--- src/rtl/core/tabc_pkg.sv ---
`default_nettype none
package tabc_pkg;

  localparam int CHANNELS   = 2;
  localparam int CH_W       = 1;
  localparam int ADC_BITS   = 10;
  localparam int FULL_SCALE = (1 << ADC_BITS) - 1;

  localparam int LN2_Q16      = 45426;
  localparam int ZERO_C_CENTI = 27315;
  localparam int TEMP_MAX     = 32767;
  // largest quotient that still fits below the saturation limit
  localparam int QUO_MAX      = TEMP_MAX + ZERO_C_CENTI;
  localparam int DIV_STEPS    = 54;

  localparam int CFG_IDX_W  = 3;
  localparam int CFG_DATA_W = 20;

  typedef enum logic [CFG_IDX_W-1:0] {
    REG_SAMPLE_COUNT   = 3'd0,
    REG_BETA_KELVIN    = 3'd1,
    REG_NOMINAL_OHMS   = 3'd2,
    REG_SERIES_OHMS    = 3'd3,
    REG_NOMINAL_TEMP_C = 3'd4
  } reg_idx_t;

  typedef enum logic [1:0] {
    STAT_VALID = 2'd0,
    STAT_ZERO  = 2'd1,
    STAT_FULL  = 2'd2
  } status_t;

  typedef struct packed {
    logic [CH_W-1:0]     channel;
    logic [ADC_BITS-1:0] sample;
  } in_t;

  typedef struct packed {
    logic [CH_W-1:0]    out_channel;
    logic signed [15:0] temp_centi_c;
    logic [1:0]         status;
  } out_t;

endpackage
`default_nettype wire

--- src/rtl/core/thermistor_average_beta_convert.sv ---
// Thermistor averager and Beta-equation converter.
// Input channel (in_valid/in_ready/in_data): one ADC sample tagged with a probe.
// Each sample is added to its probe's running sum. When the probe has collected
// sample_count samples a conversion starts and in_ready stays low until its
// result has been placed in the output register.
// Result channel (out_valid/out_ready/out_data): one transaction per finished
// conversion carrying probe, temperature in 0.01 C and status.
// All products run through one bit-serial shift-add multiplier (two logarithms
// of 16 squarings each), a normalising shifter moves one bit a cycle and a
// 54-step restoring divider produces the quotient one bit a cycle. An average
// of zero or full scale skips the arithmetic.
// A stalled receiver holds the result in the output register; the block still
// takes further samples, and only a second finished result waits for it.
// Configuration (cfg_we/cfg_index/cfg_wdata) must be written while idle; the block does not enforce it.
// Synchronous reset clears sums, counts and the output valid flag and loads the
// default register values.
`default_nettype none
module thermistor_average_beta_convert #(
  parameter int MAX_SAMPLES = 16
) (
  input  wire logic                               clk,
  input  wire logic                               rst_n,
  input  wire logic                               in_valid,
  output logic                                    in_ready,
  input  wire tabc_pkg::in_t                      in_data,
  output logic                                    out_valid,
  input  wire logic                               out_ready,
  output tabc_pkg::out_t                          out_data,
  input  wire logic                               cfg_we,
  input  wire logic [tabc_pkg::CFG_IDX_W-1:0]     cfg_index,
  input  wire logic [tabc_pkg::CFG_DATA_W-1:0]    cfg_wdata
);

  localparam int SW = $clog2(tabc_pkg::FULL_SCALE * MAX_SAMPLES + 1);
  localparam int CW = $clog2(MAX_SAMPLES + 1);
  localparam int NW = (CW > 5) ? CW : 5;

  typedef enum logic [8:0] {
    ST_IDLE = 9'b000000001,
    ST_PROD = 9'b000000010,
    ST_NORM = 9'b000000100,
    ST_SQR  = 9'b000001000,
    ST_LN   = 9'b000010000,
    ST_BT   = 9'b000100000,
    ST_LT   = 9'b001000000,
    ST_DIV  = 9'b010000000,
    ST_DONE = 9'b100000000
  } state_t;

  state_t state_r, state_nxt;

  logic [4:0]  sc_r, sc_nxt;
  logic [13:0] beta_r, beta_nxt;
  logic [19:0] nom_r, nom_nxt;
  logic [19:0] ser_r, ser_nxt;
  logic [6:0]  t0_r, t0_nxt;

  logic [SW-1:0] sum_r [tabc_pkg::CHANNELS];
  logic [SW-1:0] sum_nxt [tabc_pkg::CHANNELS];
  logic [CW-1:0] cnt_r [tabc_pkg::CHANNELS];
  logic [CW-1:0] cnt_nxt [tabc_pkg::CHANNELS];

  logic [tabc_pkg::CH_W-1:0] ch_r, ch_nxt;
  logic [SW-1:0] diff_r, diff_nxt;

  logic [63:0] mcand_r, mcand_nxt;
  logic [31:0] mplier_r, mplier_nxt;
  logic [63:0] acc_r, acc_nxt;

  logic [63:0] x_r, x_nxt;
  logic [5:0]  k_r, k_nxt;
  logic [30:0] m_r, m_nxt;
  logic [15:0] frac_r, frac_nxt;
  logic [3:0]  iter_r, iter_nxt;
  logic        lsel_r, lsel_nxt;
  logic [21:0] lgn_r, lgn_nxt;

  logic [21:0] lqm_r, lqm_nxt;
  logic        lqn_r, lqn_nxt;
  logic [36:0] bt100_r, bt100_nxt;
  logic [38:0] den_r, den_nxt;
  logic [53:0] dv_r, dv_nxt;
  logic [38:0] rem_r, rem_nxt;
  logic [53:0] quo_r, quo_nxt;
  logic [5:0]  dcnt_r, dcnt_nxt;

  logic [15:0] res_temp_r, res_temp_nxt;
  logic [1:0]  res_stat_r, res_stat_nxt;
  logic        out_valid_r, out_valid_nxt;
  tabc_pkg::out_t out_r, out_nxt;

  // combinational helpers
  logic [tabc_pkg::CH_W-1:0] ch_in;
  logic [SW-1:0]  nsum, fsn;
  logic [CW-1:0]  ncnt;
  logic [NW-1:0]  need, sc_e;
  logic [19:0]    nom_eff, ser_eff;
  logic [15:0]    t0c;
  logic [20:0]    b100;
  logic           mul_done;
  logic [31:0]    sq;
  logic [30:0]    m_new;
  logic [15:0]    frac_new;
  logic [21:0]    lg;
  logic [39:0]    bias40, lt40, den40;
  logic [39:0]    rem_t;
  logic           qbit;
  logic [53:0]    q_fin;

  assign in_ready  = (state_r == ST_IDLE);
  assign out_valid = out_valid_r;
  assign out_data  = out_r;

  assign ch_in   = in_data.channel;
  assign nom_eff = (nom_r == '0) ? 20'd1 : nom_r;
  assign ser_eff = (ser_r == '0) ? 20'd1 : ser_r;
  assign t0c     = 16'(16'(t0_r) * 16'd100) + 16'(tabc_pkg::ZERO_C_CENTI);
  assign b100    = 21'(beta_r) * 21'd100;
  assign sc_e    = NW'(sc_r);
  assign need    = (sc_r == '0) ? NW'(1) :
                   (sc_e > NW'(MAX_SAMPLES)) ? NW'(MAX_SAMPLES) : sc_e;
  assign mul_done = (mplier_r == '0);

  // squaring step of the logarithm
  assign sq       = acc_r[61:30];
  assign m_new    = sq[31] ? sq[31:1] : sq[30:0];
  assign frac_new = {frac_r[14:0], sq[31]};
  assign lg       = {6'd63 - k_r, frac_new};

  assign bias40 = {3'b000, b100, 16'h0000};
  assign lt40   = {2'b00, acc_r[37:0]};
  assign den40  = lqn_r ? (bias40 - lt40) : (bias40 + lt40);

  assign rem_t = {rem_r, dv_r[53]};
  assign qbit  = (rem_t >= {1'b0, den_r});
  assign q_fin = {quo_r[52:0], qbit};

  always_comb begin
    nsum = sum_r[ch_in] + SW'(in_data.sample);
    ncnt = cnt_r[ch_in] + CW'(1);
    fsn  = (SW'(ncnt) << tabc_pkg::ADC_BITS) - SW'(ncnt);
  end

  always_comb begin
    state_nxt = state_r;
    sc_nxt = sc_r;
    beta_nxt = beta_r;
    nom_nxt = nom_r;
    ser_nxt = ser_r;
    t0_nxt = t0_r;
    sum_nxt = sum_r;
    cnt_nxt = cnt_r;
    ch_nxt = ch_r;
    diff_nxt = diff_r;
    x_nxt = x_r;
    k_nxt = k_r;
    m_nxt = m_r;
    frac_nxt = frac_r;
    iter_nxt = iter_r;
    lsel_nxt = lsel_r;
    lgn_nxt = lgn_r;
    lqm_nxt = lqm_r;
    lqn_nxt = lqn_r;
    bt100_nxt = bt100_r;
    den_nxt = den_r;
    dv_nxt = dv_r;
    rem_nxt = rem_r;
    quo_nxt = quo_r;
    dcnt_nxt = dcnt_r;
    res_temp_nxt = res_temp_r;
    res_stat_nxt = res_stat_r;
    // output register defaults: drop the held result once it is taken
    out_valid_nxt = out_valid_r;
    out_nxt = out_r;
    if (out_valid_r && out_ready) begin
      out_valid_nxt = 1'b0;
    end
    // shared shift-add multiplier, one multiplier bit per cycle
    mcand_nxt = mcand_r;
    mplier_nxt = mplier_r;
    acc_nxt = acc_r;
    if (!mul_done) begin
      if (mplier_r[0]) begin
        acc_nxt = acc_r + mcand_r;
      end
      mcand_nxt = mcand_r << 1;
      mplier_nxt = mplier_r >> 1;
    end

    if (cfg_we) begin
      unique case (cfg_index)
        tabc_pkg::REG_SAMPLE_COUNT:   sc_nxt = cfg_wdata[4:0];
        tabc_pkg::REG_BETA_KELVIN:    beta_nxt = cfg_wdata[13:0];
        tabc_pkg::REG_NOMINAL_OHMS:   nom_nxt = cfg_wdata[19:0];
        tabc_pkg::REG_SERIES_OHMS:    ser_nxt = cfg_wdata[19:0];
        tabc_pkg::REG_NOMINAL_TEMP_C: t0_nxt = cfg_wdata[6:0];
        default: ;
      endcase
    end

    unique case (state_r)
      ST_IDLE: begin
        if (in_valid && (32'(ch_in) < tabc_pkg::CHANNELS)) begin
          if (NW'(ncnt) >= need) begin
            sum_nxt[ch_in] = '0;
            cnt_nxt[ch_in] = '0;
            ch_nxt = ch_in;
            res_temp_nxt = '0;
            if (nsum == '0) begin
              res_stat_nxt = tabc_pkg::STAT_ZERO;
              state_nxt = ST_DONE;
            end else if (nsum >= fsn) begin
              res_stat_nxt = tabc_pkg::STAT_FULL;
              state_nxt = ST_DONE;
            end else begin
              res_stat_nxt = tabc_pkg::STAT_VALID;
              diff_nxt = fsn - nsum;
              lsel_nxt = 1'b0;
              mcand_nxt = 64'(ser_eff);
              mplier_nxt = 32'(nsum);
              acc_nxt = '0;
              state_nxt = ST_PROD;
            end
          end else begin
            sum_nxt[ch_in] = nsum;
            cnt_nxt[ch_in] = ncnt;
          end
        end
      end
      ST_PROD: begin
        if (mul_done) begin
          x_nxt = acc_r;
          k_nxt = '0;
          state_nxt = ST_NORM;
        end
      end
      ST_NORM: begin
        if (!x_r[63]) begin
          x_nxt = x_r << 1;
          k_nxt = k_r + 6'd1;
        end else begin
          m_nxt = x_r[63:33];
          frac_nxt = '0;
          iter_nxt = '0;
          mcand_nxt = 64'(x_r[63:33]);
          mplier_nxt = 32'(x_r[63:33]);
          acc_nxt = '0;
          state_nxt = ST_SQR;
        end
      end
      ST_SQR: begin
        if (mul_done) begin
          m_nxt = m_new;
          frac_nxt = frac_new;
          iter_nxt = iter_r + 4'd1;
          acc_nxt = '0;
          if (iter_r == 4'd15) begin
            if (!lsel_r) begin
              lgn_nxt = lg;
              lsel_nxt = 1'b1;
              mcand_nxt = 64'(nom_eff);
              mplier_nxt = 32'(diff_r);
              state_nxt = ST_PROD;
            end else begin
              // ln of the ratio: log2 difference scaled by ln 2, sign kept apart
              lqn_nxt = (lg > lgn_r);
              mcand_nxt = 64'((lg > lgn_r) ? (lg - lgn_r) : (lgn_r - lg));
              mplier_nxt = 32'(tabc_pkg::LN2_Q16);
              state_nxt = ST_LN;
            end
          end else begin
            mcand_nxt = 64'(m_new);
            mplier_nxt = 32'(m_new);
          end
        end
      end
      ST_LN: begin
        if (mul_done) begin
          lqm_nxt = acc_r[37:16];
          mcand_nxt = 64'(beta_r);
          mplier_nxt = 32'(t0c);
          acc_nxt = '0;
          state_nxt = ST_BT;
        end
      end
      ST_BT: begin
        if (mul_done) begin
          bt100_nxt = 37'(acc_r[29:0]) * 37'd100;
          mcand_nxt = 64'(lqm_r);
          mplier_nxt = 32'(t0c);
          acc_nxt = '0;
          state_nxt = ST_LT;
        end
      end
      ST_LT: begin
        if (mul_done) begin
          if (den40[39] || (den40 == '0)) begin
            res_temp_nxt = 16'(tabc_pkg::TEMP_MAX);
            state_nxt = ST_DONE;
          end else begin
            den_nxt = den40[38:0];
            // rounding: add half the divisor before dividing
            dv_nxt = 54'({bt100_r, 16'h0000}) + 54'(den40[38:1]);
            rem_nxt = '0;
            quo_nxt = '0;
            dcnt_nxt = '0;
            state_nxt = ST_DIV;
          end
        end
      end
      ST_DIV: begin
        rem_nxt = qbit ? 39'(rem_t - {1'b0, den_r}) : rem_t[38:0];
        quo_nxt = q_fin;
        dv_nxt = dv_r << 1;
        dcnt_nxt = dcnt_r + 6'd1;
        if (dcnt_r == 6'(tabc_pkg::DIV_STEPS - 1)) begin
          if (q_fin > 54'(tabc_pkg::QUO_MAX)) begin
            res_temp_nxt = 16'(tabc_pkg::TEMP_MAX);
          end else begin
            res_temp_nxt = 16'(17'(q_fin[16:0]) - 17'(tabc_pkg::ZERO_C_CENTI));
          end
          state_nxt = ST_DONE;
        end
      end
      ST_DONE: begin
        if (!out_valid_r || out_ready) begin
          out_valid_nxt = 1'b1;
          out_nxt.out_channel = ch_r;
          out_nxt.temp_centi_c = res_temp_r;
          out_nxt.status = res_stat_r;
          state_nxt = ST_IDLE;
        end
      end
      default: state_nxt = ST_IDLE;
    endcase
  end

  always_ff @(posedge clk) begin
    if (!rst_n) begin
      state_r <= ST_IDLE;
      sc_r <= 5'd5;
      beta_r <= 14'd3950;
      nom_r <= 20'd10000;
      ser_r <= 20'd10000;
      t0_r <= 7'd25;
      for (int i = 0; i < tabc_pkg::CHANNELS; i++) begin
        sum_r[i] <= '0;
        cnt_r[i] <= '0;
      end
      mplier_r <= '0;
      out_valid_r <= 1'b0;
    end else begin
      state_r <= state_nxt;
      sc_r <= sc_nxt;
      beta_r <= beta_nxt;
      nom_r <= nom_nxt;
      ser_r <= ser_nxt;
      t0_r <= t0_nxt;
      sum_r <= sum_nxt;
      cnt_r <= cnt_nxt;
      mplier_r <= mplier_nxt;
      out_valid_r <= out_valid_nxt;
    end
  end

  always_ff @(posedge clk) begin
    ch_r <= ch_nxt;
    diff_r <= diff_nxt;
    mcand_r <= mcand_nxt;
    acc_r <= acc_nxt;
    x_r <= x_nxt;
    k_r <= k_nxt;
    m_r <= m_nxt;
    frac_r <= frac_nxt;
    iter_r <= iter_nxt;
    lsel_r <= lsel_nxt;
    lgn_r <= lgn_nxt;
    lqm_r <= lqm_nxt;
    lqn_r <= lqn_nxt;
    bt100_r <= bt100_nxt;
    den_r <= den_nxt;
    dv_r <= dv_nxt;
    rem_r <= rem_nxt;
    quo_r <= quo_nxt;
    dcnt_r <= dcnt_nxt;
    res_temp_r <= res_temp_nxt;
    res_stat_r <= res_stat_nxt;
    out_r <= out_nxt;
  end

  a_div_positive: assert property (@(posedge clk) disable iff (!rst_n)
    (state_r == ST_DIV) |-> (den_r != '0))
    else $error("divider running with zero divisor");

  a_mantissa_norm: assert property (@(posedge clk) disable iff (!rst_n)
    (state_r == ST_SQR) |-> m_r[30])
    else $error("log mantissa not normalised");

  a_mul_idle: assert property (@(posedge clk) disable iff (!rst_n)
    (state_r == ST_IDLE) |-> (mplier_r == '0))
    else $error("multiplier busy while idle");

  a_count_bound: assert property (@(posedge clk) disable iff (!rst_n)
    (cnt_r[0] < CW'(MAX_SAMPLES)) && (cnt_r[tabc_pkg::CHANNELS-1] < CW'(MAX_SAMPLES)))
    else $error("sample count reached its limit without conversion");

  a_result_source: assert property (@(posedge clk) disable iff (!rst_n)
    $rose(out_valid_r) |-> $past(state_r == ST_DONE))
    else $error("result appeared outside the completion state");

endmodule
`default_nettype wire

--- config.mk ---
export PLATFORM = sky130hd
export DESIGN_NAME = thermistor_average_beta_convert
export DESIGN_NICKNAME = d
export VERILOG_FILES = /design/src/rtl/core/tabc_pkg.sv /design/src/rtl/core/thermistor_average_beta_convert.sv
export SDC_FILE = /design/constraint.sdc
export NUM_CORES = 2
export LEC_CHECK = 0
export ABC_CLOCK_PERIOD_IN_PS = 11600
export BUFFER_PORTS_ARGS = -buffer_cell sky130_fd_sc_hd__buf_2
export CORE_ASPECT_RATIO = 0.5
export CORE_UTILIZATION = 45
export CTS_CLUSTER_SIZE = 20
export DETAILED_ROUTE_END_ITERATION = 6
export GPL_TIMING_DRIVEN = 0
export MAX_ROUTING_LAYER = met4
export PLACE_DENSITY_LB_ADDON = 0.08
export RECOVER_POWER = 100
export SLEW_MARGIN = 20
export SYNTH_ARGS = -nofsm -noshare
export SYNTH_HDL_FRONTEND = slang
export SYNTH_SLANG_ARGS = --single-unit
--- constraint.sdc ---
create_clock -name clk -period 11.6 [get_ports clk]
set_clock_uncertainty 0.2 [all_clocks]
set_input_delay 2.32 -clock clk [delete_from_list [all_inputs] [get_ports clk]]
set_output_delay 2.32 -clock clk [all_outputs]
set_load 0.01 [all_outputs]
==> out/metrics.cfg <==
[sta]
hold_viol_final=0
worst_pin_slew_ps=2754
slew_violations=108
timing.final.ws_setup_ps=906.2
fin_crit_ps=10690
setup_viol=0
finalCritPeriodShare_pct=92.19
rsz0062_at_grt=false
tns_ps=0
relSlewSlack_pct=-83.59
fmax_ghz=0.09351

[layout]
fin_area_um2=51300
layout-drive-gt1-share_pct=4.403
multi_input_area_um2=26550
instances_no_fill=6902
fin_nets=5953
fillers=9964
ff_latch_area_um2=17890
layout-area-overhead-vs-synth_pct=9.458

[synthesis]
synthTopCellsByArea=edfxtp_1 26%, dfxtp_1 12%, ha_1 11%
synth_top_area_cell=edfxtp_1
yosysTopAreaCellShare_pct=26.46
synthCells=5293
synthesis.area_um2=46870
ys_ff_latch=687
synth.distinct_cells=83
synth_edf_count=413
synth-main-ff-cell=edfxtp_1
seq_area_frac_synth_pct=38.16
synth-async-reset-ratio_pct=0
ys_warn_count=0
syn_avg_cell_area_um2=8.855
syn-num-nets=5804

[floorplanning]
die_y_um=230.2
start_util_pct=45.54
io_pins=60
dieWidth_um=458.4
core_area_um2=102900
placementRows=83
dieArea_um2=105500

[placement]
pre_cts_ws_ps=779.6
dp.cells=6771
place_area_um2=49210
globalplace.congestion=1.057
dp_hpwl_um=128100
port_buffers=58

[cts]
root_buffer=clkbuf_16
path_clk_slew_ps=60
clk_path_buf_depth=3
ctsHtreeMaxLevel=3
insertion_delay_ps=680
cts_tree=built
post_cts_buffers=0
numCtsBuffers=71
cts.sinks=687
post_cts_resized=0
postCtsHoldBufs=0

[setup_path]
critPathSlowestCell=nor4_1
path_common_cell=ha_1
path_class=flop to flop
path_max_fanout=40
cp-end-kind=flop
cp-start-kind=flop
crit_arrival_ps=10780
path_buf_inv=4
slowest_delay_ps=1410
crit_family=simple AND/OR/NAND/NOR gates
crit_required_ps=11690

[grt]
grt_pass1_vias=38320
grt_use_total_pct=31.64
grt_max_degree=57
grt_pass1_wl_um=244800
antenna_found_initial=8
overflow=0

[pwr]
power.leakage_nw=20.99
irDropWorstVdd_mv=0.1020
p_total_mw=11.32
powerDensity_nw_per_um2=220.6

[run_status]
failed_checks=capacitance limit, slew limit
outcome=complete, but fails checks

[route]
wl_per_cell_um=23.90
dr.pass1.iters=6
drt-total-wl_um=165000
num_vias=40970
avgViaCountPerCell=5.936
drcViolationCount=0
first_iter_violations=4238
drtAntennaViolNets=0

[job]
drv_cap=5

[worst_hold_path]
min_path_type=flop to flop

-- layer usage --
layer  global-route usage, %  routed length (um)  up-vias
met3                   6.184               13260      233
met1                   45.29               78740    20000
met4                   7.991                4207        0
li1                        -                   -    19190
met5                       -                   0        -
met2                   45.35               68750     1552
-- sequential cells by signal, summed over array words and instances, names as in the netlist, 28 cells and up --
signal    cells
bt100_r      35
x_r          64
rem_r        39
mcand_r      64
dv_r         54
den_r        39
mplier_r     32
quo_r        53
sum_r        28
acc_r        64
-- cells in the mapped netlist (31+ instances only) --
master / n
xnor2_1: 180
o21a_1: 33
nand4_1: 48
o21ai_0: 292
nand3_1: 106
nor2b_1: 40
clkbuf_1: 216
fa_1: 44
a21oi_1: 533
o211ai_1: 35
a31oi_1: 35
a211oi_1: 32
dfxtp_1: 274
nor4_1: 46
o31ai_1: 32
a21o_1: 129
mux2i_1: 107
nor2_1: 503
nand2b_1: 37
and2_1: 69
o221a_2: 35
nor3_1: 74
xor2_1: 95
edfxtp_1: 413
o22ai_1: 31
ha_1: 428
o21bai_1: 54
inv_1: 401
nand2_1: 561
nand3b_1: 62
-- final timing paths --
path / startpoint / endpoint / slack, ps / depth (start not counted)
hold reg to reg: res_temp_r[2] / out_data[4] / 210 / 0
setup / recovery: beta_r[1] / dv_r[35] / 910 / 26
hold / removal: res_temp_r[2] / out_data[4] / 210 / 0
setup reg to reg: beta_r[1] / dv_r[35] / 910 / 26
-- power by group --
part / internal (mW) / switching (mW) / leakage (nW)
sequential: 3.04 / 0.500 / 5.90
clock: 1.31 / 1.08 / 1.15
combinational: 1.98 / 3.41 / 13.9
total: 6.33 / 4.99 / 21.0
-- logic make-up (layout without fill, tap and decap cells) --
family                   after synthesis  in the layout  synth area share (%)
buffers and inverters                643            846                 5.173
AND/OR/NAND/NOR                     1657           1657                 16.30
AO/OA/AOI/OAI                       1423           1423                 18.95
adder cells (fa/ha/maj)              472            472                 13.30
XOR/XNOR                             275            275                 5.139
other                                  1              5              0.008001
multiplexers                         135            135                 2.958
flip-flops                           687            687                 38.16
-- final cells by class --
| class | count | area share (%) |
|---|---|---|
| multi-input combinational | 3963 | 51.75 |
| sequential | 687 | 34.86 |
| clock buffer | 92 | 3.922 |
| tap | 1402 | 3.419 |
| inverter | 404 | 2.956 |
| buffer | 239 | 1.751 |
| timing repair buffer | 76 | 0.6951 |
| clock inverter | 35 | 0.6219 |
| antenna | 4 | 0.01951 |
-- metrics by stage --
step                utilization, %  hold slack, ps
finish                       49.85           214.5
global route                 49.85           222.6
CTS                          50.08           211.8
detailed placement           47.82           205.2
global placement             47.54           202.6
floorplan                        -           200.3
-- layout by cell type, fill, tap and decap left out, types with 15 or more instances in the layout --
master	n
o21ai_0	295
mux2_2	26
nand2_1	561
ha_1	428
fa_1	44
o22ai_1	31
o31ai_1	32
or3_1	30
a31oi_1	35
nand2b_1	37
and2_1	36
and3_1	27
a211oi_1	32
nor2b_1	40
clkbuf_16	75
o221a_2	35
nor4_1	47
clkbuf_1	277
nand3b_1	62
xnor2_1	180
nand3_1	106
and2_0	34
or2_2	15
a21oi_1	532
buf_2	37
o21bai_1	54
o211ai_1	35
o21a_1	33
dfxtp_1	274
a221oi_1	25
edfxtp_1	413
nor3_1	74
nor2_1	503
nand4_1	48
a22oi_1	17
a21boi_0	16
mux2i_1	107
xor2_1	95
a21o_1	129
inv_1	402
(Power assumes the default switching activity.)
